==> config.mk <==
export PLATFORM = sky130hd
export DESIGN_NAME = bounded_list_indexed_insert_delete_core
export DESIGN_NICKNAME = d
export VERILOG_FILES = /design/src/hdl/bli_pkg.sv /design/src/hdl/bli_dp.sv /design/src/hdl/bli_ctrl.sv /design/src/hdl/bounded_list_indexed_insert_delete_core.sv
export SDC_FILE = /design/constraint.sdc
export NUM_CORES = 1
export LEC_CHECK = 0
export BUFFER_PORTS_ARGS = -buffer_cell sky130_fd_sc_hd__buf_2
export CELL_PAD_IN_SITES_DETAIL_PLACEMENT = 0
export CELL_PAD_IN_SITES_GLOBAL_PLACEMENT = 1
export CORE_MARGIN = 4
export CORE_UTILIZATION = 54
export CTS_BUF_LIST = sky130_fd_sc_hd__clkbuf_16
export DETAILED_ROUTE_END_ITERATION = 7
export PLACE_DENSITY = 0.86
export SLEW_MARGIN = 20
export SYNTH_ARGS = -nofsm -noshare
export SYNTH_HDL_FRONTEND = slang
export SYNTH_HIERARCHICAL = 1
export SYNTH_SLANG_ARGS = --single-unit
export TNS_END_PERCENT = 10
==> constraint.sdc <==
create_clock -name clk -period 4.8 [get_ports clk]
set_input_delay 1.44 -clock clk [delete_from_list [all_inputs] [get_ports clk]]
set_output_delay 1.44 -clock clk [all_outputs]
set_load 0.05 [all_outputs]
==> src/hdl/bli_pkg.sv <==
`timescale 1ns / 1ps

package bli_pkg;

  localparam int DEPTH_DEF      = 16;
  localparam int DATA_WIDTH_DEF = 32;

  localparam int REQ_W   = 3;
  localparam int POS_W   = 5;
  localparam int VAL_W   = 32;
  localparam int STAT_W  = 2;
  localparam int TOTAL_W = 5;

  typedef enum logic [REQ_W-1:0] {
    REQ_ADD_FRONT = 3'd0,
    REQ_ADD_REAR  = 3'd1,
    REQ_DEL_FRONT = 3'd2,
    REQ_DEL_REAR  = 3'd3,
    REQ_DEL_AT    = 3'd4,
    REQ_INS_AT    = 3'd5
  } req_t;

  typedef enum logic [STAT_W-1:0] {
    ST_OK    = 2'd0,
    ST_UNDER = 2'd1,
    ST_RANGE = 2'd2,
    ST_FULL  = 2'd3
  } stat_t;

  typedef enum logic [1:0] {
    ACT_NONE,
    ACT_INS,
    ACT_DEL
  } act_t;

  typedef enum logic [1:0] {
    RD_CUR,
    RD_NEXT,
    RD_PREV
  } rd_sel_t;

  typedef enum logic [3:0] {
    S_IDLE,
    S_DECIDE,
    S_TAKE_RD,
    S_TAKE_CAP,
    S_CHK,
    S_DEL_RD,
    S_DEL_WR,
    S_INS_RD,
    S_INS_WR,
    S_PUT,
    S_FINISH
  } state_t;

  typedef struct packed {
    logic    load;
    logic    setup;
    logic    rd_en;
    rd_sel_t rd_sel;
    logic    cap;
    logic    wr_shift;
    logic    put;
    logic    finish;
  } cmd_t;

  typedef struct packed {
    act_t dec_act;
    act_t act;
    logic more_ins;
    logic more_del;
  } sts_t;

endpackage

==> src/hdl/bli_dp.sv <==
`timescale 1ns / 1ps

module bli_dp import bli_pkg::*; #(
  parameter int DEPTH      = DEPTH_DEF,
  parameter int DATA_WIDTH = DATA_WIDTH_DEF
) (
  input  logic               clk,
  input  logic               rst_n,
  input  cmd_t               cmd,
  output sts_t               sts,
  input  logic [REQ_W-1:0]   in_req_type,
  input  logic [POS_W-1:0]   in_position,
  input  logic [VAL_W-1:0]   in_value,
  output logic [VAL_W-1:0]   out_removed_value,
  output logic [STAT_W-1:0]  out_status,
  output logic [TOTAL_W-1:0] out_element_total,
  output logic               out_is_empty
);

  localparam int AW   = $clog2(DEPTH);
  localparam int CW   = $clog2(DEPTH + 1);
  localparam int CMPW = ((CW > POS_W) ? CW : POS_W) + 1;

  logic [REQ_W-1:0]      req_r;
  logic [POS_W-1:0]      pos_r;
  logic [DATA_WIDTH-1:0] val_r;
  logic [CW-1:0]         count_r;
  logic [CW-1:0]         count_nxt;
  logic [AW-1:0]         idx_r;
  logic [AW-1:0]         cur_r;
  act_t                  act_r;
  stat_t                 stat_r;
  logic [DATA_WIDTH-1:0] removed_r;
  logic [DATA_WIDTH-1:0] rdata_r;
  logic [DATA_WIDTH-1:0] list_mem [DEPTH];

  logic [VAL_W-1:0]   out_removed_r;
  logic [STAT_W-1:0]  out_status_r;
  logic [TOTAL_W-1:0] out_total_r;
  logic               out_empty_r;

  // request decode
  act_t          dec_act;
  stat_t         dec_stat;
  logic [AW-1:0] dec_idx;
  logic [CMPW-1:0] pos_e;
  logic [CMPW-1:0] cnt_e;
  logic          full;
  logic          empty;

  assign pos_e = CMPW'(pos_r);
  assign cnt_e = CMPW'(count_r);
  assign full  = (count_r >= CW'(DEPTH));
  assign empty = (count_r == '0);

  always_comb begin
    dec_act  = ACT_NONE;
    dec_stat = ST_OK;
    dec_idx  = '0;
    unique case (req_r)
      REQ_ADD_FRONT: begin
        if (full) dec_stat = ST_FULL;
        else dec_act = ACT_INS;
      end
      REQ_ADD_REAR: begin
        dec_idx = AW'(count_r);
        if (full) dec_stat = ST_FULL;
        else dec_act = ACT_INS;
      end
      REQ_DEL_FRONT: begin
        if (empty) dec_stat = ST_UNDER;
        else dec_act = ACT_DEL;
      end
      REQ_DEL_REAR: begin
        dec_idx = AW'(count_r - 1'b1);
        if (empty) dec_stat = ST_UNDER;
        else dec_act = ACT_DEL;
      end
      REQ_DEL_AT: begin
        dec_idx = AW'(pos_e - 1'b1);
        if (pos_e == '0 || pos_e > cnt_e) dec_stat = ST_RANGE;
        else dec_act = ACT_DEL;
      end
      REQ_INS_AT: begin
        dec_idx = AW'(pos_e - 1'b1);
        if (pos_e == '0 || pos_e > cnt_e + 1'b1) dec_stat = ST_RANGE;
        else if (full) dec_stat = ST_FULL;
        else dec_act = ACT_INS;
      end
      default: ;
    endcase
  end

  assign sts.dec_act  = dec_act;
  assign sts.act      = act_r;
  assign sts.more_ins = (cur_r > idx_r);
  assign sts.more_del = ((CW + 1)'(cur_r) + 1'b1 < (CW + 1)'(count_r));

  // memory ports
  logic [AW-1:0]         rd_addr;
  logic [AW-1:0]         wr_addr;
  logic [DATA_WIDTH-1:0] wr_data;
  logic                  wr_en;

  always_comb begin
    case (cmd.rd_sel)
      RD_NEXT: rd_addr = cur_r + 1'b1;
      RD_PREV: rd_addr = cur_r - 1'b1;
      default: rd_addr = cur_r;
    endcase
  end

  assign wr_en   = cmd.wr_shift | cmd.put;
  assign wr_addr = cmd.put ? idx_r : cur_r;
  assign wr_data = cmd.put ? val_r : rdata_r;

  always_ff @(posedge clk) begin
    if (wr_en) list_mem[wr_addr] <= wr_data;
    if (cmd.rd_en) rdata_r <= list_mem[rd_addr];
  end

  always_comb begin
    case (act_r)
      ACT_INS: count_nxt = count_r + 1'b1;
      ACT_DEL: count_nxt = count_r - 1'b1;
      default: count_nxt = count_r;
    endcase
  end

  always_ff @(posedge clk) begin
    if (!rst_n) begin
      count_r <= '0;
      act_r   <= ACT_NONE;
    end else begin
      if (cmd.setup) act_r <= dec_act;
      if (cmd.finish) count_r <= count_nxt;
    end
  end

  always_ff @(posedge clk) begin
    if (cmd.load) begin
      req_r <= in_req_type;
      pos_r <= in_position;
      val_r <= DATA_WIDTH'(in_value);
    end
    if (cmd.setup) begin
      idx_r     <= dec_idx;
      cur_r     <= (dec_act == ACT_INS) ? AW'(count_r) : dec_idx;
      stat_r    <= dec_stat;
      removed_r <= '0;
    end else if (cmd.wr_shift) begin
      cur_r <= (act_r == ACT_DEL) ? cur_r + 1'b1 : cur_r - 1'b1;
    end
    if (cmd.cap) removed_r <= rdata_r;
    if (cmd.finish) begin
      out_removed_r <= VAL_W'(removed_r);
      out_status_r  <= stat_r;
      out_total_r   <= TOTAL_W'(count_nxt);
      out_empty_r   <= (count_nxt == '0);
    end
  end

  assign out_removed_value = out_removed_r;
  assign out_status        = out_status_r;
  assign out_element_total = out_total_r;
  assign out_is_empty      = out_empty_r;

`ifndef SYNTHESIS
  a_count_bound: assert property (@(posedge clk) disable iff (!rst_n)
    count_r <= CW'(DEPTH))
    else $error("element count above depth");
  a_del_drops: assert property (@(posedge clk) disable iff (!rst_n)
    cmd.finish && act_r == ACT_DEL |=> count_r == CW'($past(count_r) - 1'b1))
    else $error("delete did not drop the count");
  a_put_ins: assert property (@(posedge clk) disable iff (!rst_n)
    cmd.put |-> act_r == ACT_INS && !sts.more_ins)
    else $error("element written before shift finished");
`endif

endmodule

==> src/hdl/bli_ctrl.sv <==
`timescale 1ns / 1ps

module bli_ctrl import bli_pkg::*; (
  input  logic clk,
  input  logic rst_n,
  input  logic in_valid,
  output logic in_ready,
  output logic out_valid,
  input  logic out_ready,
  input  sts_t sts,
  output cmd_t cmd
);

  state_t state_r;
  state_t state_nxt;
  logic   out_valid_r;
  logic   out_valid_nxt;
  logic   out_free;

  assign out_free = !out_valid_r || out_ready;

  always_comb begin
    state_nxt = state_r;
    unique case (state_r)
      S_IDLE:     if (in_valid) state_nxt = S_DECIDE;
      S_DECIDE: begin
        unique case (sts.dec_act)
          ACT_INS: state_nxt = S_CHK;
          ACT_DEL: state_nxt = S_TAKE_RD;
          default: state_nxt = S_FINISH;
        endcase
      end
      S_TAKE_RD:  state_nxt = S_TAKE_CAP;
      S_TAKE_CAP: state_nxt = S_CHK;
      S_CHK: begin
        if (sts.act == ACT_DEL) state_nxt = sts.more_del ? S_DEL_RD : S_FINISH;
        else state_nxt = sts.more_ins ? S_INS_RD : S_PUT;
      end
      S_DEL_RD:   state_nxt = S_DEL_WR;
      S_DEL_WR:   state_nxt = S_CHK;
      S_INS_RD:   state_nxt = S_INS_WR;
      S_INS_WR:   state_nxt = S_CHK;
      S_PUT:      state_nxt = S_FINISH;
      S_FINISH:   if (out_free) state_nxt = S_IDLE;
      default:    state_nxt = S_IDLE;
    endcase
  end

  always_comb begin
    cmd          = '0;
    cmd.rd_sel   = RD_CUR;
    in_ready     = 1'b0;
    unique case (state_r)
      S_IDLE: begin
        in_ready = 1'b1;
        cmd.load = in_valid;
      end
      S_DECIDE:   cmd.setup = 1'b1;
      S_TAKE_RD:  cmd.rd_en = 1'b1;
      S_TAKE_CAP: cmd.cap = 1'b1;
      S_DEL_RD: begin
        cmd.rd_en  = 1'b1;
        cmd.rd_sel = RD_NEXT;
      end
      S_INS_RD: begin
        cmd.rd_en  = 1'b1;
        cmd.rd_sel = RD_PREV;
      end
      S_DEL_WR, S_INS_WR: cmd.wr_shift = 1'b1;
      S_PUT:      cmd.put = 1'b1;
      S_FINISH:   cmd.finish = out_free;
      default: ;
    endcase
  end

  assign out_valid_nxt = cmd.finish ? 1'b1 : (out_ready ? 1'b0 : out_valid_r);

  always_ff @(posedge clk) begin
    if (!rst_n) begin
      state_r     <= S_IDLE;
      out_valid_r <= 1'b0;
    end else begin
      state_r     <= state_nxt;
      out_valid_r <= out_valid_nxt;
    end
  end

  assign out_valid = out_valid_r;

`ifndef SYNTHESIS
  a_no_overwrite: assert property (@(posedge clk) disable iff (!rst_n)
    cmd.finish |-> !out_valid_r || out_ready)
    else $error("result overwritten before taken");
  a_hold_result: assert property (@(posedge clk) disable iff (!rst_n)
    out_valid_r && !out_ready |=> out_valid_r)
    else $error("pending result dropped");
  a_accept_decide: assert property (@(posedge clk) disable iff (!rst_n)
    in_valid && in_ready |=> state_r == S_DECIDE)
    else $error("accepted beat not decoded");
`endif

endmodule

==> src/hdl/bounded_list_indexed_insert_delete_core.sv <==
`timescale 1ns / 1ps
// A rejected or unknown request goes from decode straight to the result; a delete at
// zero-based index i of n elements captures the removed element, then shifts the n-1-i
// later elements down, and an insert at i shifts the n-i elements from i up, then writes
// the new one; each shifted element costs a read, a write and a check on the list memory.
// One request is in work at a time; a new beat is taken from the cycle after the result load.
// Reset (rst_n, synchronous, active low) empties the list and drops any pending result.

module bounded_list_indexed_insert_delete_core import bli_pkg::*; #(
  parameter int DEPTH      = DEPTH_DEF,
  parameter int DATA_WIDTH = DATA_WIDTH_DEF
) (
  input  logic               clk,
  input  logic               rst_n,
  input  logic               in_valid,
  output logic               in_ready,
  input  logic [REQ_W-1:0]   in_req_type,
  input  logic [POS_W-1:0]   in_position,
  input  logic [VAL_W-1:0]   in_value,
  output logic               out_valid,
  input  logic               out_ready,
  output logic [VAL_W-1:0]   out_removed_value,
  output logic [STAT_W-1:0]  out_status,
  output logic [TOTAL_W-1:0] out_element_total,
  output logic               out_is_empty
);

  // Command and status between the sequencer and the list datapath.
  cmd_t cmd;
  sts_t sts;

  // Sequencer: takes a beat in idle, routes an accepted request through the shift loop of the
  // list memory and loads the result register once the output side is free.
  // A new beat may be taken while the previous result still waits there.
  bli_ctrl u_ctrl (
    .clk       (clk),
    .rst_n     (rst_n),
    .in_valid  (in_valid),
    .in_ready  (in_ready),
    .out_valid (out_valid),
    .out_ready (out_ready),
    .sts       (sts),
    .cmd       (cmd)
  );

  // Datapath: request decode and status, element count, the list memory
  // (front at address 0) with its moving cursor, and the result register.
  // Deletes shift the tail down one entry at a time from the hole; inserts
  // shift from the rear up to the target slot, then write the new element.
  bli_dp #(
    .DEPTH      (DEPTH),
    .DATA_WIDTH (DATA_WIDTH)
  ) u_dp (
    .clk               (clk),
    .rst_n             (rst_n),
    .cmd               (cmd),
    .sts               (sts),
    .in_req_type       (in_req_type),
    .in_position       (in_position),
    .in_value          (in_value),
    .out_removed_value (out_removed_value),
    .out_status        (out_status),
    .out_element_total (out_element_total),
    .out_is_empty      (out_is_empty)
  );

endmodule
==> impl_metrics.env <==
export IMPL_status="finished clean"
export IMPL_drt_initial_drc_count=1537
export IMPL_cts_tree="done"
export IMPL_synthFlopType="edfxtp_1"
export IMPL_synth_nets=1399
export IMPL_critPathLaunch="u_ctrl/state_r[0]"
export IMPL_met1_length_mm=23.13
export IMPL_critPathCaptureType="register"
export IMPL_arrival_ps=4260
export IMPL_synth_compound_area_frac=0.03907
export IMPL_synthSimpleGateAreaFrac=0.03930
export IMPL_cts_buffers=70
export IMPL_drtAntennaViolNets=0
export IMPL_io_pins=86
export IMPL_cp_num_cells=10
export IMPL_r2r_slack_ps=890
export IMPL_netlist_instances=1324
export IMPL_met3_length_mm=5.733
export IMPL_dp_slack_ps=913.0
export IMPL_rr_startpoint="u_ctrl/state_r[0]"
export IMPL_dp_cells=2053
export IMPL_crit_path_cell_trace="nand2b_1, nor2_1, inv_1, ha_1, nor3_1, a21oi_4, buf_4, mux4_2, a22oi_1, nand2_1"
export IMPL_design_core_area_sq_mm=0.04885
export IMPL_top_layer="met4"
export IMPL_clkLatencyLatePin_ps=600
export IMPL_yosys_register_bits=678
export IMPL_pwr_share_comb=0.280
export IMPL_reg2regPathDepth=10
export IMPL_cts_setup_buffers=0
export IMPL_synthXorXnorAreaFrac=0.004278
export IMPL_clkPwrFrac=0.279
export IMPL_critPathMaxStageDelay_ps=630
export IMPL_netlist_top_cell_by_area="edfxtp_1"
export IMPL_grt_pass1_vias=13720
export IMPL_netlist_top_cells_count="edfxtp_1, mux4_2, a22oi_1"
export IMPL_vias_per_cell=6.164
export IMPL_crit_required_ps=5150
export IMPL_power_leakage_nw=9.908
export IMPL_syn2layout_area_growth_pct=14.24
export IMPL_wl_per_cell_microns=27.36
export IMPL_drc=0
export IMPL_cp_slowest_cell="dfxtp_1"
export IMPL_min_period_over_period=0.8153
export IMPL_drive_above_1_share=0.2803
export IMPL_route_met2_wl_mm=29.62
export IMPL_clockBufferDepth=3
export IMPL_start_util=0.5448
export IMPL_chipHeight_microns=230.0
export IMPL_dp_hpwl_mm=31.80
export IMPL_max_freq_mhz=255.5
export IMPL_clk_pin_slew_worst_paths_ps=60
export IMPL_antenna_found_initial=0
export IMPL_p_int_mw=12.73
export IMPL_hp_class="reg2reg"
export IMPL_cts_sinks=678
export IMPL_vias=13440
export IMPL_yosysSeqAreaShare=0.7605
export IMPL_worst_pin_slew_ps=1038
export IMPL_synth_edf_count=666
export IMPL_hold_viol=0
export IMPL_seq_power_share=0.441
export IMPL_yosys_top_cells_area="edfxtp_1, mux4_2, a22oi_1"
export IMPL_grt_first_pass_wirelength_mm=88.60
export IMPL_layout_setup_ws_ps=886.7
export IMPL_synth_most_common_cell="edfxtp_1"
export IMPL_nFillCells=3312
export IMPL_grt_usage=0.2266
export IMPL_cp_num_buf_inv=2
export IMPL_synth_fa_ha_area_frac=0.01457
export IMPL_power_per_cell_area_mw_per_mm2=604.1
export IMPL_power_switching_mw=5.635
export IMPL_synthMuxAreaShare=0.1260
export IMPL_yosysWarnings=6
export IMPL_grt_max_degree=47
export IMPL_vdd_drop_max_mv=0.3634
export IMPL_grt_overflow=0
export IMPL_totalWireLength_mm=59.65
export IMPL_die_area_sq_mm=0.05290
export IMPL_instances_no_fill=2180
export IMPL_worst_setup_path_type="reg2reg"
export IMPL_setup_tns_ps=0
export IMPL_nets=1536
export IMPL_post_cts_resized=0
export IMPL_worstReg2RegEnd="u_dp/rdata_r[19]"
export IMPL_skew_ps=16.50
export IMPL_power_total_mw=18.37
export IMPL_async_flop_share=0
export IMPL_min_period_ps=3913
export IMPL_ys_types=63
export IMPL_cts_max_level=3
export IMPL_rows=81
export IMPL_slew_viol_final=0
export IMPL_syn_area_sq_mm=0.02661
export IMPL_grt_setup_unrepaired="no"
export IMPL_slew_headroom=0.3067
export IMPL_setup_violations=0
export IMPL_synth_top_cell_area_share=0.7514
export IMPL_avgSynthCellArea_sq_um=20.10
export IMPL_portBuffers=85
export IMPL_ctsRootBufferMaster="clkbuf_16"
export IMPL_max_cap_violations=0
export IMPL_endpoint="u_dp/rdata_r[19]"
export IMPL_gp_congestion=0.8027
export IMPL_die_w_microns=230.0
export IMPL_firstDrtPassIters=5
export IMPL_ctsHoldBuffers=0
export IMPL_synth_top_family_by_area="multiplexers"
export IMPL_antenna_cells=0
export IMPL_swShare=0.3068
export IMPL_start_kind="register"
export IMPL_worstPathMaxFanout=14
export IMPL_crit_family="compound AO/OA/AOI/OAI gates"
per-layer routing:
layer | GRT usage | vias to the layer above
li1 | - | 5687
met1 | 0.3160 | 6900
met2 | 0.3693 | 759
met3 | 0.04980 | 92
met4 | 0.06087 | 0
met5 | 0 | -
area by class of cell:
cell class                      instances  area, sq um  area share
Clock buffer                           71         1777     0.05843
Tap cell                              664        830.8     0.02732
Inverter                               26        97.59    0.003210
Multi-Input combinational cell        555         6123      0.2014
Clock inverter                         56        399.1     0.01313
Sequential cell                       678        20240      0.6657
Timing Repair Buffer                  130        938.4     0.03086
stage by stage:
step                      utilization  area (sq um)  hold slack, ps
after floorplan                     -         26610           400.3
after global placement         0.5778         28230           401.1
after detailed placement       0.5778         28230           404.5
after CTS                      0.6224         30400           408.0
after global routing           0.6224         30410           423.7
final                          0.6224         30410           412.9
worst min path at each step:
stage / slack [ps] / depth (start not counted) / from / endpoint
final: 410 / 0 / u_dp/removed_r[30] / u_dp/out_removed_value[30]
after global routing: 420 / 0 / u_dp/removed_r[5] / u_dp/out_removed_value[5]
after CTS: 410 / 0 / u_dp/removed_r[30] / u_dp/out_removed_value[30]
after detailed placement: 400 / 0 / u_dp/removed_r[15] / u_dp/out_removed_value[15]
after global placement: 400 / 0 / u_dp/removed_r[3] / u_dp/out_removed_value[3]
after floorplan: 400 / 0 / u_dp/removed_r[0] / u_dp/out_removed_value[0]
power by group through the flow:
stage               Clock (mW)  Sequential [mW]  Combinational [mW]
floorplan                    0             8.07                3.66
CTS                       5.22             8.11                5.14
finish                    5.12             8.11                5.14
global placement             0             8.20                4.94
global route              5.48             8.16                5.54
detailed placement           0             8.22                5.08
sequential cells by signal, summed over array words and instances (netlist names):
name and count:
u_dp/list_mem 512, u_dp/removed_r 32, u_dp/pos_r 5, u_dp/count_r 5
u_dp/out_element_total 5, u_dp/out_removed_value 32, u_dp/act_r 2, u_dp/val_r 32
u_dp/out_is_empty 1, u_dp/rdata_r 32, u_dp/cur_r 4, u_dp/stat_r 2
u_ctrl/state_r 4, u_dp/idx_r 4, u_dp/out_status 2, u_ctrl/out_valid 1
u_dp/req_r 3
cells in the final DEF, fill, tap and decap left out, drive strengths merged, types with 2 or more instances in the layout:
master    count
edfxtp      666
buf         130
mux4        128
clkbuf       71
a22oi        67
nand2        50
inv          44
and2         40
nor2         35
mux2         33
clkinv       32
ha           31
o21ai        20
nor2b        19
a21oi        15
dfxtp        12
o22ai        11
mux2i        10
nand2b        9
xnor2         9
a31oi         8
nor3          8
nand3         5
nor3b         4
xor2          4
bufinv        3
clkinvlp      3
nand3b        3
o21a          3
nand4         3
o31ai         3
or2           3
or3           3
nor4b         3
o2111ai       2
a32oi         2
o21bai        2
a221oi        2
kinds of logic (layout without fill, tap and decap cells):
family / after synthesis / in the layout
buffers and inverters: 91 / 283
flip-flops: 678 / 678
adder cells (fa/ha/maj): 31 / 31
AO/OA/AOI/OAI: 148 / 148
AND/OR/NAND/NOR: 192 / 192
XOR/XNOR: 13 / 13
multiplexers: 171 / 171
worst register-to-register path, delay by kind of cell, from the launching register on:
kind	cells	cell delay [ps]
multiplexers	1	570
buffers and inverters	2	460
flip-flops	1	630
AND/OR/NAND/NOR	4	590
adder cells (fa/ha/maj)	1	540
AO/OA/AOI/OAI	2	860
Power figures use the tool's default switching activity.
